--- src/four_point_marker_labeler_macros.svh ---
// ----------------------------------------------------------------------------
// Assertion macros for the four point marker labeler
// Concurrent checks clocked on clk; one form with the reset guard, one without.
// ----------------------------------------------------------------------------
`ifndef FOUR_POINT_MARKER_LABELER_MACROS_SVH
`define FOUR_POINT_MARKER_LABELER_MACROS_SVH

`ifndef NO_ASSERTIONS

// Check guarded by reset.
`define FPML_ASSERT(lbl, prop) \
  lbl: assert property (@(posedge clk) disable iff (rst) prop) \
    else $error("fpml assertion failed");

// Check that also holds while reset is high.
`define FPML_ASSERT_ALWAYS(lbl, prop) \
  lbl: assert property (@(posedge clk) prop) \
    else $error("fpml assertion failed");

`else

`define FPML_ASSERT(lbl, prop)
`define FPML_ASSERT_ALWAYS(lbl, prop)

`endif

`endif

--- src/fpml_pkg.sv ---
// ----------------------------------------------------------------------------
// fpml_pkg
// Shared types and constants of the four point marker labeler.
// ----------------------------------------------------------------------------
`timescale 1ns / 1ps
`default_nettype none

package fpml_pkg;

  localparam int COORD_BITS_DEFAULT = 10;
  localparam int NUM_POINTS         = 4;
  localparam int NUM_PAIRS          = 6;

  typedef logic [1:0] pt_idx_t;
  typedef logic [2:0] pair_idx_t;
  typedef logic [1:0] score_t;

  // pair order 12,13,14,23,42,43 (one based points)
  localparam pt_idx_t PAIR_A [NUM_PAIRS] = '{2'd0, 2'd0, 2'd0, 2'd1, 2'd3, 2'd3};
  localparam pt_idx_t PAIR_B [NUM_PAIRS] = '{2'd1, 2'd2, 2'd3, 2'd2, 2'd1, 2'd2};

  // scores always add up to 2+2+1+1
  localparam logic [3:0] SCORE_SUM = 4'd6;

endpackage

`default_nettype wire

--- src/fpml_points_if.sv ---
// ----------------------------------------------------------------------------
// fpml_points_if
// Input channel: one set of four detected points per transaction.
// ----------------------------------------------------------------------------
`timescale 1ns / 1ps
`default_nettype none

interface fpml_points_if
  import fpml_pkg::*;
#(
  parameter int COORD_BITS = COORD_BITS_DEFAULT
) ();

  logic                  valid;
  logic                  ready;
  logic [COORD_BITS-1:0] point1_x;
  logic [COORD_BITS-1:0] point1_y;
  logic [COORD_BITS-1:0] point2_x;
  logic [COORD_BITS-1:0] point2_y;
  logic [COORD_BITS-1:0] point3_x;
  logic [COORD_BITS-1:0] point3_y;
  logic [COORD_BITS-1:0] point4_x;
  logic [COORD_BITS-1:0] point4_y;

  modport source (
    output valid, point1_x, point1_y, point2_x, point2_y,
           point3_x, point3_y, point4_x, point4_y,
    input  ready
  );

  modport sink (
    input  valid, point1_x, point1_y, point2_x, point2_y,
           point3_x, point3_y, point4_x, point4_y,
    output ready
  );

endinterface

`default_nettype wire

--- src/fpml_labels_if.sv ---
// ----------------------------------------------------------------------------
// fpml_labels_if
// Output channel: four labeled slots and a validity flag per transaction.
// ----------------------------------------------------------------------------
`timescale 1ns / 1ps
`default_nettype none

interface fpml_labels_if
  import fpml_pkg::*;
#(
  parameter int COORD_BITS = COORD_BITS_DEFAULT
) ();

  logic                  valid;
  logic                  ready;
  logic [COORD_BITS-1:0] slot0_x;
  logic [COORD_BITS-1:0] slot0_y;
  logic [COORD_BITS-1:0] slot1_x;
  logic [COORD_BITS-1:0] slot1_y;
  logic [COORD_BITS-1:0] slot2_x;
  logic [COORD_BITS-1:0] slot2_y;
  logic [COORD_BITS-1:0] slot3_x;
  logic [COORD_BITS-1:0] slot3_y;
  logic                  labels_valid;

  modport source (
    output valid, slot0_x, slot0_y, slot1_x, slot1_y,
           slot2_x, slot2_y, slot3_x, slot3_y, labels_valid,
    input  ready
  );

  modport sink (
    input  valid, slot0_x, slot0_y, slot1_x, slot1_y,
           slot2_x, slot2_y, slot3_x, slot3_y, labels_valid,
    output ready
  );

endinterface

`default_nettype wire

--- src/fpml_dist.sv ---
// ----------------------------------------------------------------------------
// fpml_dist
// Input stage: registers the four points and their six squared distances.
// ----------------------------------------------------------------------------
`timescale 1ns / 1ps
`default_nettype none

module fpml_dist
  import fpml_pkg::*;
#(
  parameter int COORD_BITS = COORD_BITS_DEFAULT
) (
  input  wire logic          clk,
  input  wire logic          rst,
  fpml_points_if.sink        points,
  input  wire logic          advance,
  output logic               stage_valid,
  output logic [COORD_BITS-1:0] px [NUM_POINTS],
  output logic [COORD_BITS-1:0] py [NUM_POINTS],
  output logic [2*COORD_BITS:0] pair_dist [NUM_PAIRS]
);

  logic [COORD_BITS-1:0] in_x [NUM_POINTS];
  logic [COORD_BITS-1:0] in_y [NUM_POINTS];
  logic [2*COORD_BITS:0] pair_dist_next [NUM_PAIRS];

  assign in_x[0] = points.point1_x;
  assign in_y[0] = points.point1_y;
  assign in_x[1] = points.point2_x;
  assign in_y[1] = points.point2_y;
  assign in_x[2] = points.point3_x;
  assign in_y[2] = points.point3_y;
  assign in_x[3] = points.point4_x;
  assign in_y[3] = points.point4_y;

  assign points.ready = !stage_valid || advance;

  always_comb begin
    logic [COORD_BITS-1:0]   ax, ay, bx, by, dx, dy;
    logic [2*COORD_BITS-1:0] sx, sy;
    for (int k = 0; k < NUM_PAIRS; k++) begin
      ax = in_x[PAIR_A[k]];
      ay = in_y[PAIR_A[k]];
      bx = in_x[PAIR_B[k]];
      by = in_y[PAIR_B[k]];
      dx = (ax >= bx) ? ax - bx : bx - ax;
      dy = (ay >= by) ? ay - by : by - ay;
      sx = (2*COORD_BITS)'(dx) * (2*COORD_BITS)'(dx);
      sy = (2*COORD_BITS)'(dy) * (2*COORD_BITS)'(dy);
      pair_dist_next[k] = {1'b0, sx} + {1'b0, sy};
    end
  end

  always_ff @(posedge clk) begin
    if (rst) begin
      stage_valid <= 1'b0;
    end else if (points.ready) begin
      stage_valid <= points.valid;
    end
  end

  always_ff @(posedge clk) begin
    if (points.valid && points.ready) begin
      px        <= in_x;
      py        <= in_y;
      pair_dist <= pair_dist_next;
    end
  end

endmodule

`default_nettype wire

--- src/four_point_marker_labeler.sv ---
// ----------------------------------------------------------------------------
// four_point_marker_labeler
// Labels four points by the longest and shortest of their pairwise distances.
//
//   channel  modport  transaction
//   points   sink     four points, x and y each
//   labels   source   slots 0..3 (x, y) and labels_valid
//
// One set of points per cycle unless the output stalls; both stages register each set.
// The first stage holds the squared distances, the second the labeled slots.
// Both stages advance together; a stalled output holds and the input stage
// still fills, so points.ready drops only when both stages are full.
// Reset clears the stage valid flags only.
// ----------------------------------------------------------------------------
`timescale 1ns / 1ps
`default_nettype none

`include "four_point_marker_labeler_macros.svh"

module four_point_marker_labeler
  import fpml_pkg::*;
#(
  parameter int COORD_BITS = COORD_BITS_DEFAULT
) (
  input  wire logic     clk,
  input  wire logic     rst,
  fpml_points_if.sink   points,
  fpml_labels_if.source labels
);

  logic                  advance;
  logic                  stage_valid;
  logic [COORD_BITS-1:0] px [NUM_POINTS];
  logic [COORD_BITS-1:0] py [NUM_POINTS];
  logic [2*COORD_BITS:0] pair_dist [NUM_PAIRS];

  logic [2*COORD_BITS:0] max_val [3];
  logic [2*COORD_BITS:0] min_val [3];
  pair_idx_t             max_idx [3];
  pair_idx_t             min_idx [3];
  logic [2*COORD_BITS:0] max_mid, min_mid;
  pair_idx_t             max_mid_idx, min_mid_idx;
  pair_idx_t             imax, imin;
  logic [2*COORD_BITS:0] dmax, dmin;
  score_t                score [NUM_POINTS];
  logic [COORD_BITS-1:0] slot_x_next [NUM_POINTS];
  logic [COORD_BITS-1:0] slot_y_next [NUM_POINTS];
  logic [NUM_POINTS-1:0] filled;

  fpml_dist #(
    .COORD_BITS (COORD_BITS)
  ) u_dist (
    .clk         (clk),
    .rst         (rst),
    .points      (points),
    .advance     (advance),
    .stage_valid (stage_valid),
    .px          (px),
    .py          (py),
    .pair_dist   (pair_dist)
  );

  assign advance = !labels.valid || labels.ready;

  // extremes by a small tree; the later pair wins ties
  always_comb begin
    for (int j = 0; j < 3; j++) begin
      if (pair_dist[2*j+1] >= pair_dist[2*j]) begin
        max_val[j] = pair_dist[2*j+1];
        max_idx[j] = pair_idx_t'(2*j+1);
      end else begin
        max_val[j] = pair_dist[2*j];
        max_idx[j] = pair_idx_t'(2*j);
      end
      if (pair_dist[2*j+1] <= pair_dist[2*j]) begin
        min_val[j] = pair_dist[2*j+1];
        min_idx[j] = pair_idx_t'(2*j+1);
      end else begin
        min_val[j] = pair_dist[2*j];
        min_idx[j] = pair_idx_t'(2*j);
      end
    end
    if (max_val[1] >= max_val[0]) begin
      max_mid     = max_val[1];
      max_mid_idx = max_idx[1];
    end else begin
      max_mid     = max_val[0];
      max_mid_idx = max_idx[0];
    end
    if (min_val[1] <= min_val[0]) begin
      min_mid     = min_val[1];
      min_mid_idx = min_idx[1];
    end else begin
      min_mid     = min_val[0];
      min_mid_idx = min_idx[0];
    end
    if (max_val[2] >= max_mid) begin
      dmax = max_val[2];
      imax = max_idx[2];
    end else begin
      dmax = max_mid;
      imax = max_mid_idx;
    end
    if (min_val[2] <= min_mid) begin
      dmin = min_val[2];
      imin = min_idx[2];
    end else begin
      dmin = min_mid;
      imin = min_mid_idx;
    end
  end

  // scoring and slot routing; higher point index wins a shared score
  always_comb begin
    for (int i = 0; i < NUM_POINTS; i++) begin
      score[i] = {(PAIR_A[imax] == pt_idx_t'(i)) || (PAIR_B[imax] == pt_idx_t'(i)),
                  (PAIR_A[imin] == pt_idx_t'(i)) || (PAIR_B[imin] == pt_idx_t'(i))};
    end
    for (int s = 0; s < NUM_POINTS; s++) begin
      slot_x_next[s] = '0;
      slot_y_next[s] = '0;
      filled[s]      = 1'b0;
      for (int i = 0; i < NUM_POINTS; i++) begin
        if (score[i] == score_t'(s)) begin
          slot_x_next[s] = px[i];
          slot_y_next[s] = py[i];
          filled[s]      = 1'b1;
        end
      end
    end
  end

  always_ff @(posedge clk) begin
    if (rst) begin
      labels.valid <= 1'b0;
    end else if (advance) begin
      labels.valid <= stage_valid;
    end
  end

  always_ff @(posedge clk) begin
    if (advance && stage_valid) begin
      labels.slot0_x      <= slot_x_next[0];
      labels.slot0_y      <= slot_y_next[0];
      labels.slot1_x      <= slot_x_next[1];
      labels.slot1_y      <= slot_y_next[1];
      labels.slot2_x      <= slot_x_next[2];
      labels.slot2_y      <= slot_y_next[2];
      labels.slot3_x      <= slot_x_next[3];
      labels.slot3_y      <= slot_y_next[3];
      labels.labels_valid <= &filled;
    end
  end

  `FPML_ASSERT_ALWAYS(a_reset_empties, rst |=> (!labels.valid && !stage_valid))
  `FPML_ASSERT(a_full_when_blocked,
    !points.ready |-> (stage_valid && labels.valid && !labels.ready))
  `FPML_ASSERT(a_same_pair_only_when_flat, (stage_valid && imax == imin) |-> (dmax == dmin))
  `FPML_ASSERT(a_score_sum, stage_valid |->
    ({2'b00, score[0]} + {2'b00, score[1]} + {2'b00, score[2]} + {2'b00, score[3]}
      == SCORE_SUM))

endmodule

`default_nettype wire

--- src/flat_wrapper.sv ---
// flat-port wrapper written by rule: the top's interface ports become plain ports
module four_point_marker_labeler_flat import fpml_pkg::*;
#(
  parameter int COORD_BITS = COORD_BITS_DEFAULT
)
  (clk, rst, points_valid, points_point1_x, points_point1_y, points_point2_x, points_point2_y, points_point3_x, points_point3_y, points_point4_x, points_point4_y, points_ready, labels_valid, labels_slot0_x, labels_slot0_y, labels_slot1_x, labels_slot1_y, labels_slot2_x, labels_slot2_y, labels_slot3_x, labels_slot3_y, labels_labels_valid, labels_ready);
  fpml_points_if #(.COORD_BITS(COORD_BITS)) points_i ();
  fpml_labels_if #(.COORD_BITS(COORD_BITS)) labels_i ();
  input  wire logic clk;
  input  wire logic rst;
  input wire logic [$bits(points_i.valid)-1:0] points_valid;
  input wire logic [$bits(points_i.point1_x)-1:0] points_point1_x;
  input wire logic [$bits(points_i.point1_y)-1:0] points_point1_y;
  input wire logic [$bits(points_i.point2_x)-1:0] points_point2_x;
  input wire logic [$bits(points_i.point2_y)-1:0] points_point2_y;
  input wire logic [$bits(points_i.point3_x)-1:0] points_point3_x;
  input wire logic [$bits(points_i.point3_y)-1:0] points_point3_y;
  input wire logic [$bits(points_i.point4_x)-1:0] points_point4_x;
  input wire logic [$bits(points_i.point4_y)-1:0] points_point4_y;
  output wire logic [$bits(points_i.ready)-1:0] points_ready;
  output wire logic [$bits(labels_i.valid)-1:0] labels_valid;
  output wire logic [$bits(labels_i.slot0_x)-1:0] labels_slot0_x;
  output wire logic [$bits(labels_i.slot0_y)-1:0] labels_slot0_y;
  output wire logic [$bits(labels_i.slot1_x)-1:0] labels_slot1_x;
  output wire logic [$bits(labels_i.slot1_y)-1:0] labels_slot1_y;
  output wire logic [$bits(labels_i.slot2_x)-1:0] labels_slot2_x;
  output wire logic [$bits(labels_i.slot2_y)-1:0] labels_slot2_y;
  output wire logic [$bits(labels_i.slot3_x)-1:0] labels_slot3_x;
  output wire logic [$bits(labels_i.slot3_y)-1:0] labels_slot3_y;
  output wire logic [$bits(labels_i.labels_valid)-1:0] labels_labels_valid;
  input wire logic [$bits(labels_i.ready)-1:0] labels_ready;
  assign points_i.valid = points_valid;
  assign points_i.point1_x = points_point1_x;
  assign points_i.point1_y = points_point1_y;
  assign points_i.point2_x = points_point2_x;
  assign points_i.point2_y = points_point2_y;
  assign points_i.point3_x = points_point3_x;
  assign points_i.point3_y = points_point3_y;
  assign points_i.point4_x = points_point4_x;
  assign points_i.point4_y = points_point4_y;
  assign points_ready = points_i.ready;
  assign labels_valid = labels_i.valid;
  assign labels_slot0_x = labels_i.slot0_x;
  assign labels_slot0_y = labels_i.slot0_y;
  assign labels_slot1_x = labels_i.slot1_x;
  assign labels_slot1_y = labels_i.slot1_y;
  assign labels_slot2_x = labels_i.slot2_x;
  assign labels_slot2_y = labels_i.slot2_y;
  assign labels_slot3_x = labels_i.slot3_x;
  assign labels_slot3_y = labels_i.slot3_y;
  assign labels_labels_valid = labels_i.labels_valid;
  assign labels_i.ready = labels_ready;
  four_point_marker_labeler #(.COORD_BITS(COORD_BITS)) u_core (.clk(clk), .rst(rst), .points(points_i), .labels(labels_i));
endmodule
--- config.mk ---
export PLATFORM = sky130hd
export DESIGN_NAME = four_point_marker_labeler_flat
export DESIGN_NICKNAME = d
export VERILOG_FILES = /design/src/fpml_pkg.sv /design/src/fpml_points_if.sv /design/src/fpml_labels_if.sv /design/src/fpml_dist.sv /design/src/four_point_marker_labeler.sv /design/src/flat_wrapper.sv
export VERILOG_INCLUDE_DIRS = /design/src /design/src/src
export SDC_FILE = /design/constraint.sdc
export NUM_CORES = 2
export LEC_CHECK = 0
export CAP_MARGIN = 30
export CORE_MARGIN = 5
export CORE_UTILIZATION = 60
export DETAILED_ROUTE_END_ITERATION = 12
export DONT_BUFFER_PORTS = 1
export PLACE_DENSITY = 0.76
export SLEW_MARGIN = 20
export SYNTH_ARGS = -nofsm -noshare
export SYNTH_HDL_FRONTEND = slang
export SYNTH_SLANG_ARGS = --single-unit
--- constraint.sdc ---
create_clock -name clk -period 13.9 [get_ports clk]
set_clock_uncertainty 0.2 [all_clocks]
set_input_delay 1.39 -clock clk [delete_from_list [all_inputs] [get_ports clk]]
set_output_delay 1.39 -clock clk [all_outputs]
set_load 0.03 [all_outputs]
# Word-level counts from Yosys, hierarchy flattened
# Memories as Yosys holds them, arrays and structs flattened.
# Index checks and enable logic that the tools add are counted.
[totals] regBits=289 rom_bits=64 in_bits=84 output_inout_bits=83 word_cells=230 memories=4
[op_classes] n_addsub=30 multipliers=12 n_lt_le_gt_ge=24 eq_ne=24 n_mux=86 bitwise_logic=2 n_reduce_logical=23
[mem_list] name="(no name shown)" words=8 word_bits=2 rd=1 rd_clocked_by_memory_dff=0 wr=0 line_no="four_point_marker_labeler.sv:116" source="score[i] = {(PAIR_A[imax] == pt_idx_t'(i)) || (PAIR_B[imax] == pt_idx_t'(i)),"
[mem_list] name="(no name shown)" words=8 word_bits=2 rd=1 rd_clocked_by_memory_dff=0 wr=0 line_no="four_point_marker_labeler.sv:117" source="(PAIR_A[imin] == pt_idx_t'(i)) || (PAIR_B[imin] == pt_idx_t'(i))};"
[mem_list] name="(no name shown)" words=8 word_bits=2 rd=1 rd_clocked_by_memory_dff=0 wr=0 line_no="four_point_marker_labeler.sv:117"
[mem_list] name="(no name shown)" words=8 word_bits=2 rd=1 rd_clocked_by_memory_dff=0 wr=0 line_no="four_point_marker_labeler.sv:116"
[ops] operator="$mux 10" count=44
[ops] operator="$mul 10x10->20" count=12
[ops] operator="$sub 10x10->10" count=24
[ops] operator="$mux 21" count=8
[ops] operator="$add 20x20->21" count=6
[ops] operator="$ge 10x10->1" count=12
[ops] operator="$ge 21x21->1" count=5
[ops] operator="$le 21x21->1" count=5
[ops] operator="$eq 2x2->1 const B" count=16
[ops] operator="$mux 1" count=22
[ops] operator="$mux 2" count=10
[ops] operator="$eq 2x1->1 const B" count=8
[ops] operator="$logic_not 2->1" count=8
[ops] operator="$logic_or 1x1->1" count=10
[ops] operator="$ge 4x4->1 const B" count=2
[ops] operator="$not 3->4" count=2
[ops] operator="$mux 3" count=2
[ops] operator="$reduce_and 4->1" count=1
[ops] operator="$logic_and 1x1->1" count=2
[ops] operator="$logic_not 1->1" count=2

# Longest topological paths before layout
[depth] ltp_word=18 depth_mapped=36 ltp_nobuf=35

# By module
# A second synthesis with hierarchy kept.
[hier_totals] hier_cells=6372 area_unflattened_um2=59826.1
[modules_own_cells] mod="fpml_dist" n_inst=1 cells_per_inst=5172 area_each_um2=49491.2 seq_area_each_um2=6206.0
[modules_own_cells] mod="four_point_marker_labeler" n_inst=1 cells_per_inst=1200 area_each_um2=10334.9 seq_area_each_um2=2452.4

# Worst setup path after synthesis
# Ideal clock, no wire load.
[synth_timing] kind="input -> register" start="input port points_point1_x[0]" end="register u_core.u_dist.pair_dist[83] in the netlist's numbering (data pin)" t_arrival_ns=9.825 required_ns=13.441 path_slack_ns=3.616 path_stages=33 n_path_buf=1 path_cell_list="inv_1 -> ha_1 -> inv_1 -> fa_1 -> a21o_1 -> a221o_1 -> o221ai_4 -> and2_1 -> buf_6 -> mux2_4 -> a2111o_1 -> nand2_2 -> xor2_2 -> inv_2 -> nand2_1 -> fa_1 -> fa_1 -> inv_1 -> fa_1 -> fa_1 -> inv_1 -> fa_1 -> inv_1 -> fa_1 -> fa_1 -> ha_1 -> or3_1 -> o211ai_1 -> a31oi_1 -> and4_1 -> a2111oi_0 -> a21oi_1 -> xnor2_1"
[synth_rtl] element="start, declared" line_no="flat_wrapper.sv:12" source="input wire logic [$bits(points_i.point1_x)-1:0] points_point1_x;"
[synth_rtl] element="end signal, assigned" line_no="fpml_dist.sv:66" source="pair_dist <= pair_dist_next;"
[synth_rtl] element="end, declared" line_no="fpml_dist.sv:20" source="output logic [2*COORD_BITS:0] pair_dist [NUM_PAIRS]"

==> metrics.txt <==
run status completed; Die ar. ~110000 um2; Placement Cell Area between 60000 and 70000 um2; Synth area leader fa_1; syn nets between 8000 and 9000; Worst R2R Start u_core.u_dist.pair_dist[103]; placed cell count 7664; Slew Limit Headroom roughly 30%; FF-to-FF End u_core.labels.slot0_y[8]; GRT Residual Overflow 0; Critical Path Sink Type register; hold_buf cts 0; Post-CTS Resized 0; io pins between 150 and 200; asr flop ratio synth 0%; area delta synth->final 5.05%; TNS Setup 0 ps; worst r2r path cells 28; CTS sink cnt slightly below 300; maxcap violations 0; Core Area 99700 um2; Syn Inst Count between 6000 and 7000; Syn. warnings 0; clk buf depth 3; post-route antenna net violation count 0; chip width between 300 and 400 um; GRT Util Overall about a third; worst-margin pin slew ~1000 ps; hpwl dp 150 mm; Tcrit/Tclk final 79.3%; number of global-route vias before repair 48516; critical path startpoint category primary input; number of synthesized register bits ~290; share of post-route cells with drive strength above 1 under 10%; Rows between 100 and 150; Starting Density roughly 60%; Worst Path Class, Setup in -> reg; Most common cell on crit path fa_1; hold path depth 2; Initial DRT Pass Iterations 13; H-tree depth reported by CTS 2; commonest non-fill, non-tap cells in the layout inv_1, ha_1, fa_1, nor2_1; CP arrival ~11000 ps; Top FF cell, synth edfxtp_1; final cell count without fillers slightly below 8000; DRC 0; synth top area cells fa_1, ha_1, edfxtp_1; Fmax achieved between 90 and 100 MHz; gpl congestion between 1 and 1.5; Vias/cell 6.14; largest net degree at the start of global routing about 150; R2R setup slack between 3000 and 4000 ps; hold_sp u_core.u_dist.stage_valid; final instance area 63000 um2; CTS tree built; Pins Over Slew Limit 0; clk slew on worst S/H paths about 60 ps; slowest CP cell a2111oi_0; final wirelength between 150 and 200 mm; post-synth top area share a little over a quarter; Seq/Total Area, Yosys around 14%; post-CTS setup buffer count 0; antenna violations before repair 9; Layout fillers approximately 8300; nets@finish about 8200; multi-input logic area between 40000 and 50000 um2; Worst-Skew Late Latency 580 ps; Worst Path Max Fanout 10; Worst Path Required around 14000 ps; Synth Cell Area 60000 um2; Vias roughly 48000; I/O Buffers 0; final setup fails 0; Period minus WS final between 10000 and 15000 ps; first-iteration detailed-routing DRC count between 4000 and 5000; worst min path class reg -> reg; first-pass GRT wire length 278 mm; Register Area roughly 8700 um2; hold slack 355 ps; EDFF count, synth around 290; Clock Tree Root clkbuf_16; synthesized area per cell roughly 9.3 um2; mean routed wirelength per cell roughly 23 um; commonest non-fill, non-tap cell in the layout inv_1; library cells used by synthesis between 100 and 150; unrepaired setup endpoints after global routing no; sink of the worst hold path u_core.labels.valid; crit-path max cell delay 630 ps; CTS Buf Count 35; Fin. Hold Viols 0; Vert. Die Dim 326 um
==> synth_stat cells, types with 9 or more instances <==
master and n:
a21oi_1 262, a2111oi_0 13, and4_1 13, nand2_1 287
nand3_1 92, a21boi_0 19, a32oi_1 66, nor2_1 559
or2_2 74, or3_1 34, o22ai_1 29, mux2i_1 79
o211a_1 9, nand2b_1 81, a221oi_1 9, nor4_1 17
and2_1 27, buf_2 42, o21ai_1 10, a222oi_1 42
inv_1 1326, o211ai_1 20, a31oi_1 21, a21o_1 103
fa_1 798, and3_1 33, a22oi_1 22, o21a_1 41
nor3_1 97, ha_1 897, xnor2_1 179, clkbuf_1 128
o41ai_1 9, o31ai_1 16, xor2_1 58, o221ai_1 25
o21ai_0 229, nand4_1 37, mux2_2 70, a211oi_1 39
a221o_1 11, o21bai_1 36, nor2b_1 42, edfxtp_1 287
==> how the worst max path moves through the flow <==
stage                        from                           to  slack, ps
3_3_place_gp   points_point1_y[0]  u_core.u_dist.pair_dist[83]       2540
5_1_grt        points_point1_y[0]  u_core.u_dist.pair_dist[83]       2210
6_report       points_point1_y[0]  u_core.u_dist.pair_dist[83]       2870
4_1_cts        points_point1_y[0]  u_core.u_dist.pair_dist[83]       2950
2_1_floorplan  points_point1_x[0]  u_core.u_dist.pair_dist[83]       3620
3_5_place_dp   points_point1_y[0]  u_core.u_dist.pair_dist[83]       2390
==> worst max-delay path, delay by kind of cell <==
family          cells  cell delay [ps]
fa+ha+maj          10             4060
compound gates     10             2850
simple gates        5             1420
buf+inv             6              620
mux                 1              580
xor+xnor            1              170
==> state kept, by name, summed over array words and instances (netlist names) <==
| signal | flops |
|---|---|
| u_core.u_dist.pair_dist | 126 |
| u_core.u_dist.px | 40 |
| u_core.u_dist.py | 40 |
| u_core.labels.slot0_x | 10 |
| u_core.labels.slot0_y | 10 |
| u_core.labels.slot1_x | 10 |
| u_core.labels.slot1_y | 10 |
| u_core.labels.slot2_x | 10 |
| u_core.labels.slot2_y | 10 |
| u_core.labels.slot3_x | 10 |
| u_core.labels.slot3_y | 10 |
| u_core.labels.labels_valid | 1 |
| u_core.labels.valid | 1 |
| u_core.u_dist.stage_valid | 1 |
==> layout make-up <==
cell class                      instances  area share (%)
Multi-Input combinational cell       4649            72.5
Sequential cell                       289            13.7
Inverter                             1331            7.93
Tap cell                             1298            2.58
Clock buffer                           43            1.45
Timing Repair Buffer                  105            1.32
Clock inverter                         21           0.425
Antenna cell                            9          0.0358
==> through the flow <==
stage                     utilization (%)  setup slack, ps
after global placement               61.8             2540
final                                63.2             2870
after floorplan                         -             3620
after CTS                            63.1             2950
after global routing                 63.2             2210
after detailed placement             61.9             2390
==> logic make-up after synthesis <==
logic type,count (synthesis),share of synthesized area (%)
fa+ha+maj,1695,45.4
buf+inv,1513,9.62
simple gates,1428,11.2
compound gates,1130,13.0
flops,289,14.4
xor+xnor,243,3.64
mux,153,2.73
==> routing by layer <==
layer / global-route usage, % / share of wire, % / vias to the layer above / wire length (um)
li1: - / - / 21404 / -
met1: 43.9 / 39 / 23405 / 69700
met2: 53.7 / 45 / 2270 / 81400
met3: 8.55 / 11 / 489 / 19000
met4: 14.0 / 5.2 / 2 / 9330
met5: 0 / 0.0072 / - / 13
Power is left out: the tool's default activity adds up to more than one toggle a clock period on the data nets, which glitch-free logic cannot reach.
